**config.mk**
```make
export PLATFORM = sky130hd
export DESIGN_NAME = css_identifier_unescape_top
export DESIGN_NICKNAME = d
export VERILOG_FILES = /design/src/design/ciu_pkg.sv /design/src/design/ciu_step.sv /design/src/design/ciu_queue.sv /design/src/design/css_identifier_unescape_top.sv
export SDC_FILE = /design/constraint.sdc
export NUM_CORES = 1
export LEC_CHECK = 0
export ABC_AREA = 0
export BUFFER_PORTS_ARGS = -buffer_cell sky130_fd_sc_hd__buf_4
export CAP_MARGIN = 20
export CORE_MARGIN = 2
export CORE_UTILIZATION = 49
export DETAILED_ROUTE_END_ITERATION = 7
export MAX_ROUTING_LAYER = met4
export PLACE_DENSITY = 0.71
export SYNTH_ARGS = -nofsm -noshare
export SYNTH_HDL_FRONTEND = slang
export SYNTH_SLANG_ARGS = --single-unit
```
**constraint.sdc**
```tcl
create_clock -name clock -period 11.76 [get_ports clock]
set_input_delay 2.352 -clock clock [delete_from_list [all_inputs] [get_ports clock]]
set_output_delay 2.352 -clock clock [all_outputs]
set_load 0.02 [all_outputs]
```
**src/design/ciu_pkg.sv**
```systemverilog
// shared types and constants for the css identifier unescaper
`timescale 1ns / 1ps

package ciu_pkg;

   localparam int CodeInWidth  = 21;
   localparam int CodeOutWidth = 24;
   localparam int DigitWidth   = 3;
   localparam int MaxDigits    = 6;
   localparam int QueueDepth   = 4;
   localparam int QueuePtrWidth = $clog2(QueueDepth);
   localparam int QueueCntWidth = $clog2(QueueDepth + 1);

   localparam logic [CodeInWidth-1:0] ChDash   = CodeInWidth'(8'h2d);
   localparam logic [CodeInWidth-1:0] ChUnder  = CodeInWidth'(8'h5f);
   localparam logic [CodeInWidth-1:0] ChBslash = CodeInWidth'(8'h5c);
   localparam logic [CodeInWidth-1:0] ChSpace  = CodeInWidth'(8'h20);
   localparam logic [CodeInWidth-1:0] ChTab    = CodeInWidth'(8'h09);
   localparam logic [CodeInWidth-1:0] ChLf     = CodeInWidth'(8'h0a);
   localparam logic [CodeInWidth-1:0] ChFf     = CodeInWidth'(8'h0c);
   localparam logic [CodeInWidth-1:0] ChCr     = CodeInWidth'(8'h0d);
   localparam logic [CodeInWidth-1:0] ChDig0   = CodeInWidth'(8'h30);
   localparam logic [CodeInWidth-1:0] ChDig9   = CodeInWidth'(8'h39);
   localparam logic [CodeInWidth-1:0] ChLowA   = CodeInWidth'(8'h61);
   localparam logic [CodeInWidth-1:0] ChLowF   = CodeInWidth'(8'h66);
   localparam logic [CodeInWidth-1:0] ChLowZ   = CodeInWidth'(8'h7a);
   localparam logic [CodeInWidth-1:0] ChUpA    = CodeInWidth'(8'h41);
   localparam logic [CodeInWidth-1:0] ChUpF    = CodeInWidth'(8'h46);
   localparam logic [CodeInWidth-1:0] ChUpZ    = CodeInWidth'(8'h5a);

   typedef enum logic [2:0] {
      PH_FIRST    = 3'd0,
      PH_START    = 3'd1,
      PH_MID      = 3'd2,
      PH_ESC      = 3'd3,
      PH_AFTER    = 3'd4,
      PH_AFTER_CR = 3'd5
   } phase_type;

   typedef struct packed {
      logic [CodeOutWidth-1:0] code;
      logic                    valid;
      logic                    last;
   } rsp_item_type;

   typedef struct packed {
      rsp_item_type item0;
      rsp_item_type item1;
      logic [1:0]   count;
   } step_out_type;

endpackage

```
**src/design/ciu_step.sv**
```systemverilog
// per-character decode step with phase and escape accumulator
`timescale 1ns / 1ps

module ciu_step
   import ciu_pkg::*;
(
   input  logic                   clock,
   input  logic                   reset,
   input  logic                   fire,
   input  logic [CodeInWidth-1:0] code_point,
   input  logic                   last_char,
   output step_out_type           step_out
);

   phase_type                phase_ff, phase_in, phase_nx;
   logic [CodeOutWidth-1:0]  esc_ff, esc_in, esc_nx;
   logic [DigitWidth-1:0]    dcnt_ff, dcnt_in, dcnt_nx;
   logic [DigitWidth-1:0]    dcnt_inc;
   logic [CodeOutWidth-1:0]  esc_shift;
   logic [CodeOutWidth-1:0]  c_ext;

   logic is_dash, is_bslash, is_alpha, is_digit, is_name, is_ws, is_cr, is_lf;
   logic is_hex_lo, is_hex_up;
   logic [3:0] hex_val;

   logic [1:0]              cnt;
   logic [CodeOutWidth-1:0] e0, e1;

   assign c_ext     = CodeOutWidth'(code_point);
   assign is_dash   = (code_point == ChDash);
   assign is_bslash = (code_point == ChBslash);
   assign is_digit  = (code_point >= ChDig0) && (code_point <= ChDig9);
   assign is_alpha  = (code_point == ChUnder)
                    || ((code_point >= ChLowA) && (code_point <= ChLowZ))
                    || ((code_point >= ChUpA) && (code_point <= ChUpZ));
   assign is_name   = is_alpha || is_digit || is_dash;
   assign is_ws     = (code_point == ChSpace) || (code_point == ChTab)
                    || (code_point == ChLf) || (code_point == ChFf);
   assign is_cr     = (code_point == ChCr);
   assign is_lf     = (code_point == ChLf);
   assign is_hex_lo = (code_point >= ChLowA) && (code_point <= ChLowF);
   assign is_hex_up = (code_point >= ChUpA) && (code_point <= ChUpF);
   assign hex_val   = is_digit ? code_point[3:0] : code_point[3:0] + 4'd9;
   assign dcnt_inc  = dcnt_ff + DigitWidth'(1);
   assign esc_shift = {esc_ff[CodeOutWidth-5:0], hex_val};

   // character decision for one transaction
   always_comb begin
      phase_nx = phase_ff;
      esc_nx   = esc_ff;
      dcnt_nx  = dcnt_ff;
      cnt      = 2'd0;
      e0       = '0;
      e1       = '0;
      unique case (phase_ff)
         PH_FIRST, PH_START: begin
            if (phase_ff == PH_FIRST && is_dash) begin
               e0       = c_ext;
               cnt      = 2'd1;
               phase_nx = PH_START;
            end else if (is_bslash) begin
               phase_nx = PH_ESC;
               esc_nx   = '0;
               dcnt_nx  = '0;
            end else begin
               if (is_alpha) begin
                  e0  = c_ext;
                  cnt = 2'd1;
               end
               phase_nx = PH_MID;
            end
         end
         PH_ESC: begin
            if (is_digit || is_hex_lo || is_hex_up) begin
               esc_nx  = esc_shift;
               dcnt_nx = dcnt_inc;
               if (dcnt_inc >= DigitWidth'(MaxDigits)) begin
                  e0       = esc_shift;
                  cnt      = 2'd1;
                  phase_nx = PH_AFTER;
               end
            end else begin
               e0  = esc_ff;
               cnt = 2'd1;
               if (is_ws) begin
                  phase_nx = PH_MID;
               end else if (is_cr) begin
                  phase_nx = PH_AFTER_CR;
               end else if (is_bslash) begin
                  phase_nx = PH_ESC;
                  esc_nx   = '0;
                  dcnt_nx  = '0;
               end else begin
                  if (is_name) begin
                     e1  = c_ext;
                     cnt = 2'd2;
                  end
                  phase_nx = PH_MID;
               end
            end
         end
         PH_AFTER: begin
            if (is_ws) begin
               phase_nx = PH_MID;
            end else if (is_cr) begin
               phase_nx = PH_AFTER_CR;
            end else if (is_bslash) begin
               phase_nx = PH_ESC;
               esc_nx   = '0;
               dcnt_nx  = '0;
            end else begin
               if (is_name) begin
                  e0  = c_ext;
                  cnt = 2'd1;
               end
               phase_nx = PH_MID;
            end
         end
         PH_AFTER_CR: begin
            if (is_lf) begin
               phase_nx = PH_MID;
            end else if (is_bslash) begin
               phase_nx = PH_ESC;
               esc_nx   = '0;
               dcnt_nx  = '0;
            end else begin
               if (is_name) begin
                  e0  = c_ext;
                  cnt = 2'd1;
               end
               phase_nx = PH_MID;
            end
         end
         default: begin
            if (is_bslash) begin
               phase_nx = PH_ESC;
               esc_nx   = '0;
               dcnt_nx  = '0;
            end else begin
               if (is_name) begin
                  e0  = c_ext;
                  cnt = 2'd1;
               end
               phase_nx = PH_MID;
            end
         end
      endcase
   end

   // end of identifier: flush escape, mark end, return to reset state
   always_comb begin
      step_out.item0 = '{code: e0, valid: 1'b1, last: 1'b0};
      step_out.item1 = '{code: e1, valid: 1'b1, last: 1'b0};
      step_out.count = cnt;
      phase_in       = phase_nx;
      esc_in         = esc_nx;
      dcnt_in        = dcnt_nx;
      if (last_char) begin
         if (phase_nx == PH_ESC) begin
            if (cnt == 2'd0) begin
               step_out.item0.code = esc_nx;
               step_out.count      = 2'd1;
            end else begin
               step_out.item1.code = esc_nx;
               step_out.count      = 2'd2;
            end
         end
         if (step_out.count == 2'd0) begin
            step_out.item0 = '{code: '0, valid: 1'b0, last: 1'b1};
            step_out.count = 2'd1;
         end else if (step_out.count == 2'd1) begin
            step_out.item0.last = 1'b1;
         end else begin
            step_out.item1.last = 1'b1;
         end
         phase_in = PH_FIRST;
         esc_in   = '0;
         dcnt_in  = '0;
      end
   end

   always_ff @(posedge clock) begin
      if (reset) begin
         phase_ff <= PH_FIRST;
         esc_ff   <= '0;
         dcnt_ff  <= '0;
      end else if (fire) begin
         phase_ff <= phase_in;
         esc_ff   <= esc_in;
         dcnt_ff  <= dcnt_in;
      end
   end

endmodule

```
**src/design/ciu_queue.sv**
```systemverilog
// result queue: up to two results in per cycle, one out if ready
`timescale 1ns / 1ps

module ciu_queue
   import ciu_pkg::*;
(
   input  logic         clock,
   input  logic         reset,
   input  logic         push,
   input  step_out_type push_data,
   output logic         room,
   output logic         out_valid,
   input  logic         out_ready,
   output rsp_item_type out_item
);

   rsp_item_type                mem_ff [QueueDepth];
   logic [QueuePtrWidth-1:0]    wr_ff, wr_in;
   logic [QueuePtrWidth-1:0]    rd_ff, rd_in;
   logic [QueueCntWidth-1:0]    cnt_ff, cnt_in;
   logic [QueueCntWidth-1:0]    push_n;
   logic                        pop;

   assign room      = (cnt_ff <= QueueCntWidth'(QueueDepth - 2));
   assign out_valid = (cnt_ff != '0);
   assign out_item  = mem_ff[rd_ff];
   assign pop       = out_valid && out_ready;
   assign push_n    = push ? QueueCntWidth'(push_data.count) : '0;
   assign wr_in     = wr_ff + QueuePtrWidth'(push_n);
   assign rd_in     = rd_ff + QueuePtrWidth'(pop);
   assign cnt_in    = cnt_ff + push_n - QueueCntWidth'(pop);

   always_ff @(posedge clock) begin
      if (reset) begin
         wr_ff  <= '0;
         rd_ff  <= '0;
         cnt_ff <= '0;
      end else begin
         wr_ff  <= wr_in;
         rd_ff  <= rd_in;
         cnt_ff <= cnt_in;
      end
   end

   always_ff @(posedge clock) begin
      if (push && push_data.count != 2'd0) begin
         mem_ff[wr_ff] <= push_data.item0;
      end
      if (push && push_data.count == 2'd2) begin
         mem_ff[wr_ff + QueuePtrWidth'(1)] <= push_data.item1;
      end
   end

endmodule

```
**src/design/css_identifier_unescape_top.sv**
```systemverilog
// css identifier unescaper: escaped code points in, unescaped code points out
// path: input register, then step logic, then result queue, to the rsp side
// throughput: one input transaction per cycle while the result queue has room;
//   a character that yields two results gives them one after another on the rsp side
// reset: synchronous active-high reset empties the input register and result
//   queue and returns the decoder to the first character position
`timescale 1ns / 1ps

module css_identifier_unescape_top
   import ciu_pkg::*;
(
   input  logic        clock,
   input  logic        reset,
   input  logic        req_tvalid,
   output logic        req_tready,
   input  logic [23:0] req_tdata,   // [20:0] code_point, [23:21] zero
   input  logic        req_tlast,   // last_char
   output logic        rsp_tvalid,
   input  logic        rsp_tready,
   output logic [23:0] rsp_tdata,   // [23:0] out_code
   output logic        rsp_tuser,   // code_valid
   output logic        rsp_tlast    // ident_end
);

   logic                   in_valid_ff, in_valid_in;
   logic [CodeInWidth-1:0] in_code_ff;
   logic                   in_last_ff;
   logic                   room;
   logic                   step_fire;
   logic                   req_take;
   step_out_type           step_out;
   rsp_item_type           out_item;

   assign step_fire   = in_valid_ff && room;
   assign req_tready  = !in_valid_ff || step_fire;
   assign req_take    = req_tvalid && req_tready;
   assign in_valid_in = req_take || (in_valid_ff && !step_fire);

   always_ff @(posedge clock) begin
      if (reset) begin
         in_valid_ff <= 1'b0;
      end else begin
         in_valid_ff <= in_valid_in;
      end
   end

   always_ff @(posedge clock) begin
      if (req_take) begin
         in_code_ff <= req_tdata[CodeInWidth-1:0];
         in_last_ff <= req_tlast;
      end
   end

   ciu_step u_step (
      .clock      (clock),
      .reset      (reset),
      .fire       (step_fire),
      .code_point (in_code_ff),
      .last_char  (in_last_ff),
      .step_out   (step_out)
   );

   ciu_queue u_queue (
      .clock     (clock),
      .reset     (reset),
      .push      (step_fire),
      .push_data (step_out),
      .room      (room),
      .out_valid (rsp_tvalid),
      .out_ready (rsp_tready),
      .out_item  (out_item)
   );

   assign rsp_tdata = out_item.code;
   assign rsp_tuser = out_item.valid;
   assign rsp_tlast = out_item.last;

endmodule
```
==> summary.txt <==
STA
  • Worst Skew: 0.0115 ns
  • Pins Over Slew Limit: 0
  • Max frequency: 0.182 GHz
  • # setup viols final: 0
  • TNS Setup: 0 ns
  • Fin crit share: 46.8%
  • Measured slew at the worst slew-check pin: a little over 1 ns
  • Fin. Hold Viols: 0
  • RSZ-0062 raised after global routing: no
  • Fin crit period: 5.51 ns
  • Slew margin rel.: about 33%

Critical path
  • CP Data Arrival Time: around 5.6 ns
  • Worst r2r src: in_code_ff[1]
  • Worst setup startpoint: in_code_ff[1]
  • Setup CP Type: reg -> reg
  • Setup crit start kind: flip-flop
  • WP data required: 11.89 ns
  • Crit Path Max Fanout: 24
  • Crit end category: flip-flop

Clock network
  • CTS Buffer Depth: 2
  • Clock Latency Late Sink: 0.43 ns
  • Hold buffers post-CTS: 0
  • TritonCTS clock tree: built
  • Reg clk slew, reported paths: about 0.070 ns
  • Post-CTS Setup Repair Bufs: 0
  • CTS sink cnt: around 160
  • Root Driver: clkbuf_16
  • CTS buffer count: 17
  • CTS-repair resized insts: 0
  • H-Tree Level Count: 4

Global routing
  • First-pass GRT wire length: between 30000 and 40000 um
  • Global Route Usage Sum: 23.2%
  • Largest net degree at the start of global routing: 42
  • Initial antenna violation count: 0
  • GR Overflow Total: 0
  • Vias in the first global route: 6567

Logic synthesis
  • Synthesized area per cell: ~10 um^2
  • EDFF count, synth: 122
  • FFs w/ async S/R, synth: 0%
  • Library cells used by synthesis: 75
  • Seq/Total Area, Yosys: 51.1%
  • Synth Register Bits: about 160
  • Net Count, Synth: 914
  • Yosys warnings: 0
  • Cell count after synthesis: roughly 870
  • Top_reg_cell synth: edfxtp_1
  • Mapped cell area: around 9000 um^2

Placed design
  • Dpl hpwl: 14200 um
  • GP Congestion: 0.902
  • IO buf count: 53
  • Area after DPL: 9360 um^2

Floorplan
  • Site Rows: 49
  • Placeable Area: 17800 um^2
  • Initial Util: 49.4%
  • Die area: 19100 um^2
  • Io pins: 57
  • Die X: 138 um
  • Die Y: 138 um

Power
  • Power per cell area: 153 nW/um^2
  • Leak: 3.20 nW
  • Max IR drop VDD: roughly 0.12 mV

Detailed routing
  • Drt initial violations: 736
  • Post-DRT Antenna Nets: 0
  • DRT Pass-1 Iters: 7
  • DRC viols: 0
  • Vias per cell: 6.08
  • Final wirelength: 21400 um
  • Mean routed wirelength per cell: 18.8 um
  • Via count: between 6000 and 7000

Cells and area
  • Diodes inserted: 0
  • Area grow syn2layout: 13.0%
  • Fill cells: 1551
  • Multi-input gate area: 4020 um^2
  • Layout cells sized above 1: 17.5%
  • Fin nets: 938
  • Post-Layout Inst Area: 9970 um^2
  • Register Area: 4510 um^2

Worst hold path
  • Hold path startpoint: u_queue.mem_ff[2][1]
  • Worst Hold Class: reg -> reg

Outcome
  • Outcome: complete, no violations

Flow run
  • Max_cap viols: 0
-- flip-flops by register name, indices dropped and copies added (netlist names) --
register / cells
u_queue.mem_ff: 104
u_step.esc_ff: 24
in_code_ff: 21
u_queue.cnt_ff: 3
u_step.dcnt_ff: 3
u_step.phase_ff: 3
u_queue.rd_ff: 2
u_queue.wr_ff: 2
in_last_ff: 1
in_valid_ff: 1
-- where the power goes --
group          leakage [nW]  switching (mW)  internal (mW)
combinational          1.45           0.152          0.148
sequential             1.46          0.0399          0.644
clock                 0.285           0.257          0.284
-- stage by stage --
step | hold WS, ns | setup slack (ns) | power, mW | instances | util [%]
2_1_floorplan | 0.428 | 7.50 | 0.883 | 873 | -
3_3_place_gp | 0.460 | 6.50 | 0.987 | 1106 | 52.4
3_5_place_dp | 0.466 | 6.42 | 0.991 | 1106 | 52.4
4_1_cts | 0.481 | 6.31 | 1.53 | 1138 | 55.7
5_1_grt | 0.496 | 5.92 | 1.58 | 1139 | 55.9
6_report | 0.478 | 6.25 | 1.52 | 1139 | 55.9
-- synth_stat cells, types with 8 or more instances --
library cell / n / share of area, %
buf_2: 13 / 0.74
and2_1: 8 / 0.57
nor3_1: 19 / 1.1
mux4_2: 26 / 6.6
a21oi_2: 10 / 0.99
a22oi_1: 24 / 2.0
or3_1: 10 / 0.71
dfxtp_1: 42 / 9.5
clkbuf_1: 42 / 1.8
inv_1: 15 / 0.64
a22o_1: 14 / 1.4
o21ai_0: 44 / 2.5
nand3_1: 15 / 0.85
ha_1: 11 / 1.6
nand2_1: 134 / 5.7
a21oi_1: 55 / 3.1
edfxtp_1: 122 / 42
nor2_1: 125 / 5.3
nor2b_1: 8 / 0.57
-- worst max-delay path: stages (launching register included) --
cell      delay, ns
edfxtp_1       0.67
inv_1          0.21
ha_1           0.34
nor4b_1        0.51
a211o_1        0.21
nor4bb_1       0.85
nor3_4         0.30
o31a_1         0.36
nor2_2         0.36
a31o_2         0.31
nand2_1        0.10
nand2_1        0.63
buf_4          0.34
-- cell families after synthesis --
family	count (synthesis)	share of synthesized area (%)
simple gates	370	19.3
mux	29	6.98
compound gates	215	16.7
flops	164	51.1
fa+ha+maj	12	1.79
buf+inv	76	3.55
xor+xnor	7	0.695
-- worst paths after layout --
check                                        endpoint  slack (ns)  cells after the start
worst max-delay path            u_queue.mem_ff[3][16]        6.25                     12
worst min-delay path             u_queue.mem_ff[2][1]        0.48                      2
worst max register to register  u_queue.mem_ff[3][16]        6.25                     12
worst min register to register   u_queue.mem_ff[2][1]        0.48                      2
-- cell usage in the layout (no fill, tap or decap), drive strengths merged, types with 23 or more instances in the layout --
master and count:
edfxtp 122, o21ai 53, mux4 26, nand2 134, inv 23, a21oi 65, nor2 126, dfxtp 42
buf 66, a22oi 24
-- cell type report --
type,instances,share of cell area (%)
Sequential cell,164,45.2
Inverter,15,0.565
Tap cell,229,2.88
Clock inverter,15,1.57
Clock buffer,17,4.27
Timing Repair Buffer,66,5.17
Multi-Input combinational cell,633,40.3
-- routing by layer --
layer  vias to the layer above  share of wire (%)  track usage (%)
met1                      3366                 44             31.5
met2                       245                 48             36.0
li1                       3273                  -                -
met3                        37                6.0             4.16
met5                         -                  0                -
met4                         0                1.8             7.20
Power figures use the tool's default switching activity.
